## src/trigger_road_match_tally_assert.svh

```systemverilog
// Assertion shorthands shared by the road-match tally modules.
// Both expect clk_i and rst_ni in scope.
`ifndef TRIGGER_ROAD_MATCH_TALLY_ASSERT_SVH
`define TRIGGER_ROAD_MATCH_TALLY_ASSERT_SVH

// Check a property on every clock edge outside reset.
`define TRM_ASSERT(lbl, prop, msg) \
  lbl: assert property (@(posedge clk_i) disable iff (!rst_ni) (prop)) else $error(msg);

// Check that a condition never holds outside reset.
`define TRM_ASSERT_NEVER(lbl, expr, msg) \
  lbl: assert property (@(posedge clk_i) disable iff (!rst_ni) !(expr)) else $error(msg);

`endif

```

## src/trm_pkg.sv

```systemverilog
`default_nettype none

package trm_pkg;

  localparam int unsigned TABLES      = 4;
  localparam int unsigned TBL_W       = 2;
  localparam int unsigned CFG_W       = 9;
  localparam int unsigned CFG_IDX_W   = 2;
  localparam int unsigned ROAD_W      = 16;
  localparam int unsigned TALLY_W     = 32;
  localparam int unsigned IN_ELEM_W   = 8;
  localparam int unsigned IDX_IN_W    = 8;
  localparam int unsigned COUNT_OUT_W = 9;

  localparam logic [TALLY_W-1:0] TALLY_MAX   = '1;
  localparam logic [ROAD_W-1:0]  NO_MATCH_ID = '1;

  typedef enum logic [1:0] {
    ACT_LOAD  = 2'd0,
    ACT_EVENT = 2'd1,
    ACT_READ  = 2'd2
  } action_e;

  // Controller to datapath.
  typedef struct packed {
    logic clr_en;
    logic load;
    logic start_event;
    logic start_read;
    logic scan_en;
    logic rd_issue;
    logic rd_capture;
    logic emit;
  } trm_cmd_t;

  // Datapath to controller.
  typedef struct packed {
    logic clr_last;
    logic scan_done;
  } trm_sts_t;

endpackage

`default_nettype wire

```

## src/trm_ctrl.sv

```systemverilog
`default_nettype none

module trm_ctrl
  import trm_pkg::*;
(
  input  wire logic     clk_i,
  input  wire logic     rst_ni,
  input  wire logic     in_valid_i,
  output logic          in_ready_o,
  input  wire logic [1:0] action_i,
  output logic          out_valid_o,
  input  wire logic     out_ready_i,
  output trm_cmd_t      cmd_o,
  input  wire trm_sts_t sts_i
);

  `include "trigger_road_match_tally_assert.svh"

  typedef enum logic [2:0] {
    ST_CLEAR,
    ST_IDLE,
    ST_SCAN,
    ST_RD_ADDR,
    ST_RD_DATA,
    ST_EMIT
  } state_e;

  state_e state_q, state_d;
  logic   out_valid_q, out_valid_d;
  logic   accept;

  assign in_ready_o  = (state_q == ST_IDLE);
  assign out_valid_o = out_valid_q;
  assign accept      = in_valid_i && in_ready_o;

  always_comb begin
    cmd_o             = '0;
    cmd_o.clr_en      = (state_q == ST_CLEAR);
    cmd_o.load        = accept && (action_i == ACT_LOAD);
    cmd_o.start_event = accept && (action_i == ACT_EVENT);
    cmd_o.start_read  = accept && (action_i == ACT_READ);
    cmd_o.scan_en     = (state_q == ST_SCAN);
    cmd_o.rd_issue    = (state_q == ST_RD_ADDR);
    cmd_o.rd_capture  = (state_q == ST_RD_DATA);
    cmd_o.emit        = (state_q == ST_EMIT) && (!out_valid_q || out_ready_i);
  end

  always_comb begin
    state_d = state_q;
    case (state_q)
      ST_CLEAR: begin
        if (sts_i.clr_last) state_d = ST_IDLE;
      end
      ST_IDLE: begin
        if (accept) begin
          case (action_i)
            ACT_EVENT: state_d = ST_SCAN;
            ACT_READ:  state_d = ST_RD_ADDR;
            default:   state_d = ST_IDLE;
          endcase
        end
      end
      ST_SCAN: begin
        if (sts_i.scan_done) state_d = ST_EMIT;
      end
      ST_RD_ADDR: state_d = ST_RD_DATA;
      ST_RD_DATA: state_d = ST_EMIT;
      ST_EMIT: begin
        if (cmd_o.emit) state_d = ST_IDLE;
      end
      default: state_d = ST_IDLE;
    endcase
  end

  always_comb begin
    out_valid_d = out_valid_q;
    if (cmd_o.emit) begin
      out_valid_d = 1'b1;
    end else if (out_ready_i) begin
      out_valid_d = 1'b0;
    end
  end

  always_ff @(posedge clk_i or negedge rst_ni) begin
    if (!rst_ni) begin
      state_q     <= ST_CLEAR;
      out_valid_q <= 1'b0;
    end else begin
      state_q     <= state_d;
      out_valid_q <= out_valid_d;
    end
  end

  `TRM_ASSERT(a_emit_returns, cmd_o.emit |=> in_ready_o && out_valid_q, "no result posted")
  `TRM_ASSERT(a_scan_ends, cmd_o.scan_en && sts_i.scan_done |=> state_q == ST_EMIT, "scan end missed")
  `TRM_ASSERT_NEVER(a_no_drop, out_valid_q && !out_ready_i && cmd_o.emit, "result overwritten")

endmodule

`default_nettype wire

```

## config.mk

```make
export PLATFORM = sky130hd
export DESIGN_NAME = trm_ctrl
export DESIGN_NICKNAME = d
export VERILOG_FILES = /design/src/trm_pkg.sv /design/src/trm_ctrl.sv
export VERILOG_INCLUDE_DIRS = /design/src /design/src/src
export SDC_FILE = /design/constraint.sdc
export NUM_CORES = 1
export LEC_CHECK = 0
export BUFFER_PORTS_ARGS = -buffer_cell sky130_fd_sc_hd__clkbuf_2
export CAP_MARGIN = 10
export CORE_AREA = 2 2 39 41
export DETAILED_ROUTE_END_ITERATION = 6
export DIE_AREA = 0 0 41 43
export GPL_ROUTABILITY_DRIVEN = 0
export PLACE_DENSITY_LB_ADDON = 0.3
export SYNTH_ARGS = -nofsm -noshare
export SYNTH_HDL_FRONTEND = slang
export SYNTH_SLANG_ARGS = --single-unit
```

## constraint.sdc

```tcl
create_clock -name clk_i -period 1.5 [get_ports clk_i]
set_clock_uncertainty 0.1 [all_clocks]
set_input_delay 0.15 -clock clk_i [delete_from_list [all_inputs] [get_ports clk_i]]
set_output_delay 0.15 -clock clk_i [all_outputs]
set_load 0.02 [all_outputs]
```

# Yosys cells after proc, flatten, opt, wreduce, memory -nomap -nowiden
# Index checks and enable logic that the tools add are counted.
[totals] regBits=4 latchBits=0 mem_bits_rw=0 romBits=0 input_bits=8 output_inout_bits=10 word_cells=32 n_memories=0
[classes] add_sub_neg=0 multipliers=0 n_div=0 magnitude_cmp=0 eq_ne=11 shift=0 muxes=8 bitwise_logic=0 reduce_logical=11
[ops] operator="$pmux 3 s6" count=1
[ops] operator="$mux 3" count=4
[ops] operator="$eq 3x2->1 const B" count=2
[ops] operator="$eq 3x3->1 const B" count=2
[ops] operator="$ne 2x1->1 const B" count=3
[ops] operator="$logic_and 1x1->1" count=5
[ops] operator="$pmux 2 s2" count=1
[ops] operator="$reduce_and 4->1" count=1
[ops] operator="$eq 3x1->1 const B" count=1
[ops] operator="$logic_not 3->1" count=1
[ops] operator="$eq 2x1->1 const B" count=1
[ops] operator="$eq 2x2->1 const B" count=1
[ops] operator="$logic_not 2->1" count=1
[ops] operator="$mux 1" count=2
[ops] operator="$ne 2x2->1 const B" count=1
[ops] operator="$reduce_bool 2->1" count=1
[ops] operator="$logic_not 1->1" count=1
[ops] operator="$logic_or 1x1->1" count=1

# Depth between registers and ports, before layout
# Gate-level depths: netlist of run 1.
[depth] word_depth=5 mapped_depth=5 ltp_nobuf=5

# Least setup slack after synthesis of run 1
# OpenSTA, ideal clock, no wires.
[synth_timing] path_kind="register to output" start="register state_q[1]" end="output port cmd_o[4] (netlist bit)" arrival_time_ns=1.127 t_required_ns=1.250 slack_ns=0.123 path_stages_with_launch=4 path_buffers=1 cell_sequence="dfrtp_1 buf_2 nor3_4 and3_1"
[synth_lines] item="from (decl)" line_no="trm_ctrl.sv:28" rtl="state_e state_q, state_d;"
[synth_lines] item="from (signal assigned)" line_no="trm_ctrl.sv:89" rtl="state_q <= state_d;"
[synth_lines] item="to (decl)" line_no="trm_ctrl.sv:13" rtl="output trm_cmd_t cmd_o,"

==> metrics.cfg, run 1 <==
[yosys]
synth_edf_count=0
synth-seq-area-share_pct=33.61
synth-xor-area-share_pct=0
synth_flop_cell=dfrtp_1
synth_area_leader_cell=dfrtp_1
muxShareOfSynthArea_pct=0
synth_seq_cells=4
synth_warnings=0
synth-compound-area-share_pct=12.18
yosys.area_share.adder_pct=12.61
synth.avg_cell_area_um2=8.508
yosysMostFrequentCell=nor2_1
syn_inst=35
yosysUniqueCellTypes=19
yosys.area_share.simple_pct=33.61
netlist_area_um2=297.8
synth_top_area_share_pct=33.61
synth_area_leaders=dfrtp_1 34%, ha_1 13%, and3_1 6.3%
synth_nets=46
synth-async-reset-ratio_pct=100.0
synthTopCellsByCount=5 x nor2_1, 4 x dfrtp_1, 3 x and3_1, 3 x ha_1, 3 x o21ai_0
synth_top_family_by_area=simple AND/OR/NAND/NOR gates

[drt]
viasPerCell=4.455
drtIter0Drc=1
dr.pass1.iters=4
wl_per_cell_um=10.23
ant_nets=0
drc_errors=0
vias=343
routed_wl_um=788

[grt]
grt_max_degree=9
antenna_found_initial=0
grt_pass1_vias=338
grt_pass1_wl_um=1338
grt_usage_pct=11.67
grt_overflow_total=0

[hold_path]
worstHoldEndpoint=state_q[0]$_DFFE_PN0P_
hold_path.class=in2reg
worstHoldStart=sts_i[0]
hold_depth=3

[worst_setup_path]
rr_endpoint=state_q[2]$_DFFE_PN0P_
r2r_start=state_q[1]$_DFFE_PN0P_
worstPathCellList=nor3_4 -> and3_1 -> buf_4
cp_data_arrival_time_ns=1.22
cp_max_fo=6
max_stage_delay_ns=0.44
worstRegToRegCells=3
r2r_slack_ns=0.41
setup.worst_path.end_class=output port
required_ns=1.25
start_kind=flip-flop
critPathSlowestCell=dfrtp_2
critical_path_class=reg2out

[clock_tree]
clkLatencyLatePin_ns=0.24
cts_htree_levels=1
clkSinkCount=4
clock-root-buffer=clkbuf_4
cts_buffers=3
cts_buffer_depth=2
cts_tree=built
cts.clk_slew.worst_paths_ns=0.04

[sta]
slew_headroom_pct=87.68
hold_viol_final=0
fin_crit_sh_pct=98.29
clock.fmax_ghz=0.6782
tightest_slew_ns=0.1844
rsz0062_at_grt=true
setup_viol_count_final=0
fin_crit_ns=1.474
fin_ws_ns=0.02559
slew_violations=0

[floorplan]
start_util_pct=21.52
pin_count=18
die_x_um=41
die_area_um2=1763
core-area_um2=1384
num_rows=14
die_y_um=43

[layout]
final_cell_area_um2=494.2
fillCellCount=163
syn_to_final_growth_pct=65.97
final_cells=77
drive_gt1_share_pct=55.74
diodes=0
nets=74

[placed_design]
hpwl_um=560.6
dp.cells=66
portBuffers=17
dpl-instance-area_um2=390.4
dp_slack_ns=0.1618

[pwr]
power_density_nw_per_um2=1790
power.leakage_nw=0.2771
ir_worst_vdd_mv=0.6850

[run]
drv_cap=0

[run_status]
status=completed

-- metrics by stage --
step	power [mW]	util, %	hold slack, ns	TNS (ns)
CTS	0.8395	33.63	0.09057	0
floorplan	0.5109	-	-0.2456	0
detailed placement	0.6259	28.21	-0.1419	0
global placement	0.6235	28.21	-0.1388	0
global route	0.9628	35.71	0.1151	-0.1465
finish	0.8848	35.71	0.09038	0
-- how the worst max path moves through the flow --
stage | startpoint | end
after floorplan | state_q[1]$_DFFE_PN0P_ | cmd_o[4]
after global placement | state_q[0]$_DFFE_PN0P_ | cmd_o[6]
after detailed placement | state_q[0]$_DFFE_PN0P_ | cmd_o[5]
after CTS | state_q[1]$_DFFE_PN0P_ | cmd_o[0]
after global routing | state_q[2]$_DFFE_PN0P_ | cmd_o[4]
final | state_q[2]$_DFFE_PN0P_ | cmd_o[4]
-- where the power goes --
part | internal (mW) | switching (mW)
clock | 0.0896 | 0.0456
combinational | 0.246 | 0.281
sequential | 0.160 | 0.0630
total | 0.495 | 0.389
-- flip-flops by register name, summed over array words and instances, names as in the netlist --
| signal | cells |
|---|---|
| state_q | 3 |
| out_valid_o | 1 |
-- layer usage --
layer | vias up | part of all wire, % | GRT usage, %
met5 | - | 0 | 0
met1 | 152 | 40 | 13.27
met2 | 18 | 50 | 16.56
met4 | 0 | 1.5 | 6.000
li1 | 171 | - | -
met3 | 2 | 8.5 | 6.806
-- layout by cell type (no fill, tap or decap) --
master	n
ha_1	3
o22ai_1	1
nor3b_2	1
nand3_1	1
nor2_1	5
dlygate4sd3_1	1
clkbuf_2	11
inv_2	1
a32oi_1	1
clkbuf_4	3
buf_2	3
o21ai_0	3
buf_4	10
nor3_1	1
a31oi_1	1
nand2_1	1
and3_1	3
nor2b_1	1
dfrtp_2	3
inv_1	2
dfrtp_1	1
nor2b_2	1
nand2b_1	2
nor3_4	1
-- worst max-delay path: cells and delay by family (launching register included) --
kind	cells	cell delay [ns]
flops	1	0.44
simple gates	2	0.41
buf+inv	1	0.14
-- repair_timing --
| item | CTS | global route |
|---|---|---|
| buffers inserted | 5 | 2 |
| endpoints found under the hold margin | 4 | 0 |
| pin swaps | 1 | 2 |
| cloned | 0 | 0 |
| setup endpoints to repair | 4 | 7 |
| hold buffers | 1 | 0 |
| resized for setup | 3 | 11 |
-- final cells by class --
| type | count | area (um2) | area share [%] |
|---|---|---|---|
| Inverter | 3 | 11.26 | 2.278 |
| Multi-Input combinational cell | 26 | 181.4 | 36.71 |
| Timing Repair Buffer | 25 | 155.1 | 31.39 |
| Sequential cell | 4 | 103.9 | 21.01 |
| Tap cell | 16 | 20.02 | 4.051 |
| Clock buffer | 3 | 22.52 | 4.557 |
-- cell families (layout without fill, tap and decap cells) --
| family | Yosys count | in the layout |
|---|---|---|
| and+or+nand+nor | 17 | 17 |
| adders and majority gates | 3 | 3 |
| DFF | 4 | 4 |
| AOI/OAI and AO/OA | 6 | 6 |
| buffers and inverters | 5 | 31 |
Note: power is estimated with default switching activity, not from simulation.
==> inputs of run 2 (changes only) <==
Settings changed: BUFFER_PORTS_ARGS -buffer_cell sky130_fd_sc_hd__clkbuf_2 to -buffer_cell sky130_fd_sc_hd__buf_4, SKIP_LAST_GASP from default to 1.
==> metrics.cfg, run 2 (same netlist as run 1, synthesis figures left out) <==
[run_status]
status=completed

[run]
drv_cap=0

[floorplan]
start_util_pct=21.52
pin_count=18
core-area_um2=1384
die_x_um=41
num_rows=14
die_y_um=43
die_area_um2=1763

[hold_path]
hold_depth=3
worstHoldStart=sts_i[0]
hold_path.class=in2reg
worstHoldEndpoint=state_q[0]$_DFFE_PN0P_

[layout]
top_register=state_q
drive_gt1_share_pct=52.54
fillCellCount=151
nets=72
syn_to_final_growth_pct=75.21
diodes=0
layout_commonest_cell=buf_4
final_cells=75
final_cell_mix=21 x buf_4, 5 x nor2_1
largest_register_ffs=3
final_cell_area_um2=521.8

[worst_setup_path]
max_stage_delay_ns=0.47
r2r_slack_ns=0.44
crit_start=state_q[2]$_DFFE_PN0P_
setup.worst_path.end_class=output port
start_kind=flip-flop
r2r_start=state_q[0]$_DFFE_PN0P_
cp_data_arrival_time_ns=1.21
critPathSlowestCell=dfrtp_1
cp_max_fo=8
cp.buffers_inverters=1
worstRegToRegCells=3
worstPathCellList=nor3_4 -> and3_1 -> buf_6
critPathTopFamily=flip-flops
rr_endpoint=state_q[1]$_DFFE_PN0P_
required_ns=1.25
critical_path_class=reg2out
cp.depth=3

[sta]
rsz0062_at_grt=true
fin_crit_ns=1.459
slew_headroom_pct=80.38
slew_violations=0
fin_ws_ns=0.04136
clock.fmax_ghz=0.6856
fin_crit_sh_pct=97.24
hold_viol_final=0
tightest_slew_ns=0.2943
setup_viol_count_final=0
hold-worst-slack_ns=0.1020

[drt]
viasPerCell=4.413
drtIter0Drc=2
routed_wl_um=743
ant_nets=0
wl_per_cell_um=9.907
vias=331
dr.pass1.iters=4
drc_errors=0

[placed_design]
hpwl_um=563.8
dp_slack_ns=0.1802
portBuffers=17
dp.cells=66
dpl-instance-area_um2=432.9

[clock_tree]
clkSinkCount=4
cts.clk_slew.worst_paths_ns=0.03
clkLatencyLatePin_ns=0.23
cts_htree_levels=1
cts_buffer_depth=2
clock-root-buffer=clkbuf_4
cts_tree=built
cts_buffers=3

[grt]
antenna_found_initial=0
grt_pass1_vias=337
grt_max_degree=9
grt_usage_pct=10.48
grt_overflow_total=0
grt_pass1_wl_um=1269

[pwr]
power_density_nw_per_um2=1760
ir_worst_vdd_mv=0.6591
power.leakage_nw=0.2763
power_mw=0.9184

run 2: cell count changes in the layout (fill, tap and decap cells not counted), sizes merged:
cell	previous run	this run
buf	13	22
clkbuf	14	3
run 2: per-stage QoR:
stage          utilization [%]  setup TNS [ns]
6_report                 37.70               0
5_1_grt                  37.70        -0.04075
4_1_cts                  35.99               0
3_5_place_dp             31.28               0
3_3_place_gp             31.28               0
2_1_floorplan                -               0
run 2: how the worst max path moves through the flow:
stage,end,slack (ns)
2_1_floorplan,cmd_o[4],0.12
3_3_place_gp,cmd_o[6],0.20
3_5_place_dp,cmd_o[4],0.18
4_1_cts,cmd_o[6],0.02
5_1_grt,cmd_o[4],-0.02
6_report,cmd_o[6],0.04
run 2: metal layers:
metal	part of all wire (%)	GRT usage, %	up-vias
met5	0	0	-
li1	-	-	167
met4	0	4.000	0
met1	43	13.36	147
met2	49	14.69	17
met3	7.7	5.236	0
run 2: power breakdown:
group / switching [mW] / internal (mW)
Sequential: 0.0698 / 0.157
Clock: 0.0396 / 0.0891
Combinational: 0.279 / 0.283
run 2: cell type report:
type	count	area, um2	area share [%]
clock buffers	3	22.52	4.317
multi-input cells	26	183.9	35.25
well taps	16	20.02	3.837
flip-flops and latches	4	102.6	19.66
repair buffers	23	178.9	34.29
inverters	3	13.76	2.638
run 2: timing repair:
item / in CTS / in global routing
hold buffers: 1 / 0
endpoints found under the setup margin: 4 / 5
gates resized for setup: 2 / 4
pin swaps: 0 / 2
hold endpoints to repair: 4 / 0
setup buffers: 4 / 1
cloned: 0 / 0
run 2: tightest hold or removal path, delay by kind of cell:
| kind | cells | cell delay (ns) |
|---|---|---|
| buf+inv | 1 | 0.08 |
| compound gates | 2 | 0.15 |
==> inputs of run 3 (changes only) <==
Settings changed: CTS_CLUSTER_DIAMETER from default to 40, SETUP_SLACK_MARGIN from default to 0.3.
==> metrics.cfg, run 3 (same netlist as run 1, synthesis figures left out) <==
[run_status]
status=completed

[worst_setup_path]
start_kind=flip-flop
setup.worst_path.end_class=output port
required_ns=1.25
crit_path_end=cmd_o[4]
crit_start=state_q[1]$_DFFE_PN0P_
r2r_slack_ns=0.44
r2r_start=state_q[0]$_DFFE_PN0P_
worstPathCellList=nor3_4 -> and3_2 -> buf_4
max_stage_delay_ns=0.45
worstRegToRegCells=4
rr_endpoint=state_q[1]$_DFFE_PN0P_
cp_max_fo=7
cp_data_arrival_time_ns=1.25
critPathSlowestCell=dfrtp_2
critical_path_class=reg2out

[pwr]
ir_worst_vdd_mv=0.6289
power.leakage_nw=0.2701
power_density_nw_per_um2=1797

[placed_design]
portBuffers=17
dpl-instance-area_um2=440.4
hpwl_um=574.4

[grt]
grt_pass1_wl_um=1373
grt_max_degree=9
grt_pass1_vias=367
grt_overflow_total=0
grt_usage_pct=11.56
antenna_found_initial=0

[layout]
drive_gt1_share_pct=58.62
diodes=0
largest_register_ffs=3
layout_commonest_cell=buf_4
final_cell_mix=19 x buf_4, 5 x nor2_1
fillCellCount=146
syn_to_final_growth_pct=76.89
top_register=state_q
final_cell_area_um2=526.8
nets=71

[sta]
hold_viol_final=0
slew_headroom_pct=86.98
fin_crit_ns=1.498
final.setup.tns_ns=0
fin_crit_sh_pct=99.88
rsz0062_at_grt=true
clock.fmax_ghz=0.6675
slew_violations=0
setup_viol_count_final=0
tightest_slew_ns=0.1947

[drt]
ant_nets=0
drc_errors=0
wl_per_cell_um=10.84
viasPerCell=4.581
vias=339
dr.pass1.iters=4
routed_wl_um=802
drtIter0Drc=2

[clock_tree]
cts_tree=built
cts_buffer_depth=2
clkSinkCount=4
clkLatencyLatePin_ns=0.23
cts_buffers=3
cts_htree_levels=1
clock-root-buffer=clkbuf_4
cts.clk_slew.worst_paths_ns=0.04

[run]
drv_cap=0

[hold_path]
hold_path.class=in2reg

[floorplan]
die_area_um2=1763
num_rows=14
core-area_um2=1384
die_y_um=43
pin_count=18
die_x_um=41
start_util_pct=21.52

run 3: how the worst min path moves through the flow:
stage	from	end	depth (start not counted)
after floorplan	rst_ni	out_valid_o$_DFFE_PN0P_	0
after global placement	rst_ni	out_valid_o$_DFFE_PN0P_	1
after detailed placement	rst_ni	out_valid_o$_DFFE_PN0P_	1
after CTS	sts_i[0]	state_q[0]$_DFFE_PN0P_	3
after global routing	sts_i[0]	state_q[0]$_DFFE_PN0P_	3
final	sts_i[0]	state_q[0]$_DFFE_PN0P_	3
run 3: metal layers:
metal	part of all wire, %	global-route usage, %
met1	40	12.58
met2	50	17.50
met3	9.7	5.759
met4	0	6.000
met5	0	0
run 3: cell type report:
class / count / area, um2 / share of cell area [%]
Clock buffer: 3 / 22.52 / 4.276
Timing Repair Buffer: 22 / 175.2 / 33.25
Tap cell: 16 / 20.02 / 3.800
Inverter: 3 / 11.26 / 2.138
Multi-Input combinational cell: 26 / 193.9 / 36.82
Sequential cell: 4 / 103.9 / 19.72
run 3: where the power goes:
part / internal, mW / leakage (nW) / total, mW / switching [mW]
registers: 0.160 / 0.0468 / 0.231 / 0.0707
logic: 0.296 / 0.209 / 0.583 / 0.287
clock network: 0.0894 / 0.0138 / 0.132 / 0.0430
total: 0.546 / 0.270 / 0.946 / 0.401
run 3: worst max-delay path, delay by kind of cell, from the launching register on:
| family | cells | cell delay (ns) |
|---|---|---|
| buffers and inverters | 1 | 0.13 |
| flip-flops | 1 | 0.45 |
| AND/OR/NAND/NOR | 2 | 0.43 |
run 3: timing repair:
item                                    CTS  global route
gates cloned                              0             0
pin swaps                                 1             0
endpoints found under the setup margin    9             9
gates resized for setup                   6             1
endpoints found under the hold margin     4             0
hold buffers                              1             0
setup buffers                             4             0
run 3: per-stage QoR:
stage	power, mW	setup slack (ns)	std cells	util (%)	hold slack, ns
floorplan	0.5282	0.1547	35	-	-0.2456
global placement	0.6811	0.1782	66	31.83	-0.1517
detailed placement	0.6847	0.1487	66	31.83	-0.1517
CTS	0.9474	0.005804	74	37.79	0.07520
global route	1.022	-0.06753	74	38.07	0.08810
finish	0.9465	0.001856	74	38.07	0.08309
